--- src/design/lpht_pkg.sv ---
// Shared constants and control/status types for the linear-probe hash table.
package lpht_pkg;

  localparam int CAPACITY_DEF = 128;

  localparam int FUNC_W   = 2;
  localparam int KEY_W    = 16;
  localparam int VAL_W    = 32;
  localparam int POS_W    = 7;
  localparam int STATUS_W = 2;
  localparam int COUNT_W  = 8;

  localparam logic [FUNC_W-1:0] FUNC_SET   = 2'd0;
  localparam logic [FUNC_W-1:0] FUNC_GET   = 2'd1;
  localparam logic [FUNC_W-1:0] FUNC_NEXT  = 2'd2;
  localparam logic [FUNC_W-1:0] FUNC_CLEAR = 2'd3;

  localparam logic [STATUS_W-1:0] ST_OK   = 2'd0;
  localparam logic [STATUS_W-1:0] ST_MISS = 2'd1;
  localparam logic [STATUS_W-1:0] ST_FULL = 2'd2;

  // controller -> datapath
  typedef struct packed {
    logic latch;     // capture input beat, first modulo multiply
    logic mul;       // second modulo multiply
    logic issue;     // home slot read
    logic check;     // examine slot data, probe on or finish
    logic clr;       // clear one slot
    logic load_out;  // move result into output register
  } cmd_t;

  // datapath -> controller
  typedef struct packed {
    logic skip;  // next on empty table, answer without reading
    logic more;  // probe continues at the following slot
    logic last;  // slot index at the last slot
  } sts_t;

endpackage

--- src/design/lpht_ctrl.sv ---
// Controller state machine: sequences modulo, probe, clear sweep and result handoff.
module lpht_ctrl (
  input  logic                        clk,
  input  logic                        rst,
  input  logic                        s_tvalid,
  output logic                        s_tready,
  input  logic [lpht_pkg::FUNC_W-1:0] in_func,
  output logic                        m_tvalid,
  input  logic                        m_tready,
  output lpht_pkg::cmd_t              cmd,
  input  lpht_pkg::sts_t              sts
);

  localparam logic [2:0] S_INIT  = 3'd0;
  localparam logic [2:0] S_IDLE  = 3'd1;
  localparam logic [2:0] S_MUL   = 3'd2;
  localparam logic [2:0] S_ISSUE = 3'd3;
  localparam logic [2:0] S_CHECK = 3'd4;
  localparam logic [2:0] S_CLR   = 3'd5;
  localparam logic [2:0] S_RESP  = 3'd6;

  logic [2:0] state;
  logic [2:0] state_next;
  logic       m_tvalid_next;
  logic       out_free;

  assign s_tready = (state == S_IDLE);
  assign out_free = !m_tvalid || m_tready;

  always_comb begin
    state_next = state;
    cmd        = '0;
    unique case (state)
      S_INIT: begin
        cmd.clr = 1'b1;
        if (sts.last) begin
          state_next = S_IDLE;
        end
      end
      S_IDLE: begin
        if (s_tvalid) begin
          cmd.latch = 1'b1;
          state_next = (in_func == lpht_pkg::FUNC_CLEAR) ? S_CLR : S_MUL;
        end
      end
      S_MUL: begin
        cmd.mul    = 1'b1;
        state_next = S_ISSUE;
      end
      S_ISSUE: begin
        cmd.issue  = 1'b1;
        state_next = sts.skip ? S_RESP : S_CHECK;
      end
      S_CHECK: begin
        cmd.check = 1'b1;
        if (!sts.more) begin
          state_next = S_RESP;
        end
      end
      S_CLR: begin
        cmd.clr = 1'b1;
        if (sts.last) begin
          state_next = S_RESP;
        end
      end
      S_RESP: begin
        if (out_free) begin
          cmd.load_out = 1'b1;
          state_next   = S_IDLE;
        end
      end
      default: begin
        state_next = S_IDLE;
      end
    endcase
  end

  always_comb begin
    m_tvalid_next = m_tvalid;
    if (cmd.load_out) begin
      m_tvalid_next = 1'b1;
    end else if (m_tready) begin
      m_tvalid_next = 1'b0;
    end
  end

  always_ff @(posedge clk) begin
    if (rst) begin
      state    <= S_INIT;
      m_tvalid <= 1'b0;
    end else begin
      state    <= state_next;
      m_tvalid <= m_tvalid_next;
    end
  end

endmodule

--- config.mk ---
export PLATFORM = sky130hd
export DESIGN_NAME = lpht_ctrl
export DESIGN_NICKNAME = d
export VERILOG_FILES = /design/src/design/lpht_pkg.sv /design/src/design/lpht_ctrl.sv
export SDC_FILE = /design/constraint.sdc
export NUM_CORES = 1
export LEC_CHECK = 0
export BUFFER_PORTS_ARGS = -buffer_cell sky130_fd_sc_hd__buf_4
export CELL_PAD_IN_SITES_DETAIL_PLACEMENT = 0
export CELL_PAD_IN_SITES_GLOBAL_PLACEMENT = 1
export CORE_AREA = 2 2 39 41
export CTS_CLUSTER_DIAMETER = 50
export DETAILED_ROUTE_END_ITERATION = 8
export DIE_AREA = 0 0 41 43
export PLACE_DENSITY_LB_ADDON = 0.1
export SYNTH_ARGS = -nofsm -noshare
export SYNTH_HDL_FRONTEND = slang
export SYNTH_SLANG_ARGS = --single-unit
--- constraint.sdc ---
create_clock -name clk -period 3.75 [get_ports clk]
set_clock_uncertainty 0.15 [all_clocks]
set_input_delay 0.9375 -clock clk [delete_from_list [all_inputs] [get_ports clk]]
set_output_delay 0.9375 -clock clk [all_outputs]
set_load 0.1 [all_outputs]
After elaboration in Yosys (flattened, before gate mapping)
Index checks and enable logic that the tools add are counted.
{ "totals": {"ff_bits": 4, "elab_cells": 38, "inputBits": 9, "out_inout_bits": 8} }
{ "classes": {"mux": 18, "eq_ne": 12, "n_reduce_logical": 6} }
{ "op_table": {"columns": ["op", "n"], "rows": [
  ["3-bit case mux with 7 select lines", 1],
  ["3-bit two-way mux", 6],
  ["1-bit two-way mux", 10],
  ["2-bit != test (second input constant)", 5],
  ["3-bit equality test (second input constant)", 3],
  ["3-bit by 2-bit equality test with 1-bit output (second input constant)", 2],
  ["5-bit AND reduction", 1],
  ["3-bit by 1-bit equality test with 1-bit output (second input constant)", 1],
  ["3-bit zero test", 1],
  ["2-bit equality test (second input constant)", 1],
  ["2-bit two-way mux", 1],
  ["2-bit nonzero test", 1],
  ["2-bit OR reduction", 1],
  ["1-bit zero test", 1],
  ["1-bit logical OR", 1]
]} }

Longest topological paths before layout
{ "depth": {"ltp_word": 5, "ltp_mapped": 5, "mapped_depth_nobuf": 4} }

Least setup slack after synthesis
No wires, ideal clock.
{ "synth_timing": {"path_kind": "register to output", "from": "register state[2]", "to": "output port cmd[1] in the netlist's numbering", "n_path_buf": 1, "path_slack_ps": -39, "required_ps": 2663, "path_stages_with_launch": 4, "t_arrival_ps": 2702, "path_cell_list": "dfxtp_1 > buf_2 > nor2b_1 > nor3_1"} }
{ "synth_lines": {"columns": ["item", "line", "rtl"], "rows": [
  ["start, declared", "lpht_ctrl.sv:22", "logic [2:0] state;"],
  ["start signal, assigned", "lpht_ctrl.sv:92", "state <= state_next;"],
  ["end, declared", "lpht_ctrl.sv:10", "output lpht_pkg::cmd_t cmd,"]
]} }

==> summary.txt <==
Final Cycle Share = 72.5%
Area growth, synth to finish = 40.4%
post-DR vias/cell = 4.64
Synth cell types = 24
grt total ovfl = 0
Avg Cell Area, Syn = 7.34 sq um
fin nets = 72
leakage = 0.212 nW
Slew Viols, Final = 0
Final Hold Fails = 0
Vias = 357
final instance area = 474 sq um
Worst Tran Pin Value = 417 ps
Post-Syn Nets = 55
Post-DP Area = 452 sq um
power per cell area = 953 nW/um^2
Die Y = 43 microns
Post-CTS Hold Buffers = 0
WS Path Type = flip-flop to output port
Routed Antenna Nets = 0
worst hold stages = 2
Cell Area, Synth = 338 sq um
Clock Latency Late Sink = 230 ps
Post-CTS Setup Inserts = 0
Yosys reg bits = 4
die area = 1760 sq um
1st-pass router iterations = 2
Final min period = 2720 ps
hold crit path type = flip-flop to flip-flop
I/O Buffers = 16
reg2reg start = state[2]
Max rail drop VDD = 210 uV
CTS buffer count = 3
CTS clk-pin slew, worst paths = 40 ps
hold_sp = m_tvalid
Total GRT Usage = 10.3%
vias in the first global route = 291
Post-Route WL = 810 microns
Worst slew margin = 72.2%
FMAX = 0.368 GHz
worst-case reg-to-reg path depth = 4
Post-Syn Instances = 46
RSZ-0062 raised after global routing = false
starting density of the core = 24.4%
Arr. time, crit path = 1630 ps
total chip power = 0.000452 W
first-pass GRT wire length = 1220 microns
Max Fanout on Critical Path = 12
Synth Warn # = 0
CTS root buf = clkbuf_4
Seq/Total Area, Yosys = 23.7%
WL per Instance = 10.5 microns
GPL Wtd Cong = 0.669
# diodes = 0
Critical Path RT = 2660 ps
CP startpoint = state[0]
count of boundary I/O pins = 17
Core Region = 1380 sq um
post-cts resize count = 0
outcome = finished clean
die width = 41 microns
clk buf depth = 2
initial antenna violation count = 0
CP endpoint kind = output port
layout cell share with drive strength beyond 1 = 37.7%
TNS Setup = 0 ps
site row count = 14
Post-DP HPWL = 616 microns
Max Cap Viol = 0
clock sink count = 4
largest net degree at the start of global routing = 13
final setup vio count = 0
H-tree depth = 1
initial drt markers = 8
DRC Markers = 0
TritonCTS clock tree = built
Worst setup SP type = flip-flop
## per-stage QoR
step	setup slack, ps	util [%]	hold WS [ps]	cells
6_report	1030	34.3	355	77
5_1_grt	911	34.3	378	77
4_1_cts	1020	34.3	359	77
3_5_place_dp	1050	32.6	354	74
3_3_place_gp	1060	32.6	359	74
2_1_floorplan	717	-	388	46
## path summary, 6_finish.rpt
| path | end | slack (ps) |
|---|---|---|
| min reg2reg | m_tvalid | 360 |
| max reg2reg | state[1] | 2030 |
| max | cmd[5] | 1030 |
| min | m_tvalid | 360 |
## registers in the layout (all words and copies together), names as in the netlist
register  flops
state         3
m_tvalid      1
## metal layers
layer  GRT usage, %  vias up  share of wire (%)
met3           7.85        0                 11
met4           2.00        0                  0
li1               -      189                  -
met5              0        -                  0
met2           14.4       14                 43
met1           12.5      154                 47
## critical path: stages (launching register included)
cell	delay, ps
dfxtp_1	530
nor2b_1	380
and3_1	200
buf_4	280
## synthesized netlist by cell type
library cell  number  share of area, %
buf_4              2               4.4
nand4b_1           1               2.6
nand2b_1           1               1.9
inv_1              2               2.2
buf_6              1               3.3
a21oi_1            5               7.4
nand3b_1           1               2.2
nand2_1            4               4.4
a31oi_1            1               1.9
and2_1             3               5.6
or2b_1             1               2.2
buf_2              1               1.5
nor3_1             1               1.5
nor4_2             1               3.7
nor2_1             3               3.3
o41ai_2            1               4.8
and3_1             1               1.9
dfxtp_1            4                24
mux2i_1            1               3.0
nor3b_1            1               2.2
and2_2             1               2.2
nor2b_1            2               3.7
o21ai_0            4               5.9
nand3_1            3               4.4
## cell families after synthesis
| kind of cell | count (synthesis) | synth area share, % |
|---|---|---|
| muxes | 1 | 2.96 |
| and+or+nand+nor | 24 | 41.9 |
| buffers and inverters | 6 | 11.5 |
| AOI/OAI and AO/OA | 11 | 20.0 |
| DFF | 4 | 23.7 |
## power by group
part / leakage [nW] / total, W / internal [W] / switching, W
Clock: 0.0138 / 0.0000527 / 0.0000357 / 0.0000170
Combinational: 0.165 / 0.000313 / 0.0000815 / 0.000232
Sequential: 0.0328 / 0.0000860 / 0.0000543 / 0.0000317
Total: 0.212 / 0.000452 / 0.000172 / 0.000280
## cell type report
class	instances	area [sq um]
Sequential cell	4	80.1
Clock buffer	3	22.5
Tap cell	16	20.0
Timing Repair Buffer	16	120
Inverter	2	7.51
Multi-Input combinational cell	36	224
Fill cell	159	910
## layout by cell type (no fill, tap or decap)
master,Yosys,final
buf_4,2,16
a21oi_1,5,5
nand2_1,4,4
o21ai_0,4,4
dfxtp_1,4,4
nor2_1,3,3
and2_1,3,3
nand3_1,3,3
clkbuf_4,0,3
inv_1,2,2
nor2b_1,2,2
or2b_1,1,1
nand2b_1,1,1
and2_2,1,1
nor3_2,0,1
and3_1,1,1
nor3b_1,1,1
mux2i_1,1,1
nor4_2,1,1
a31oi_1,1,1
nand4b_1,1,1
o41ai_2,1,1
nand3b_1,1,1
Power figures use the tool's default switching activity.
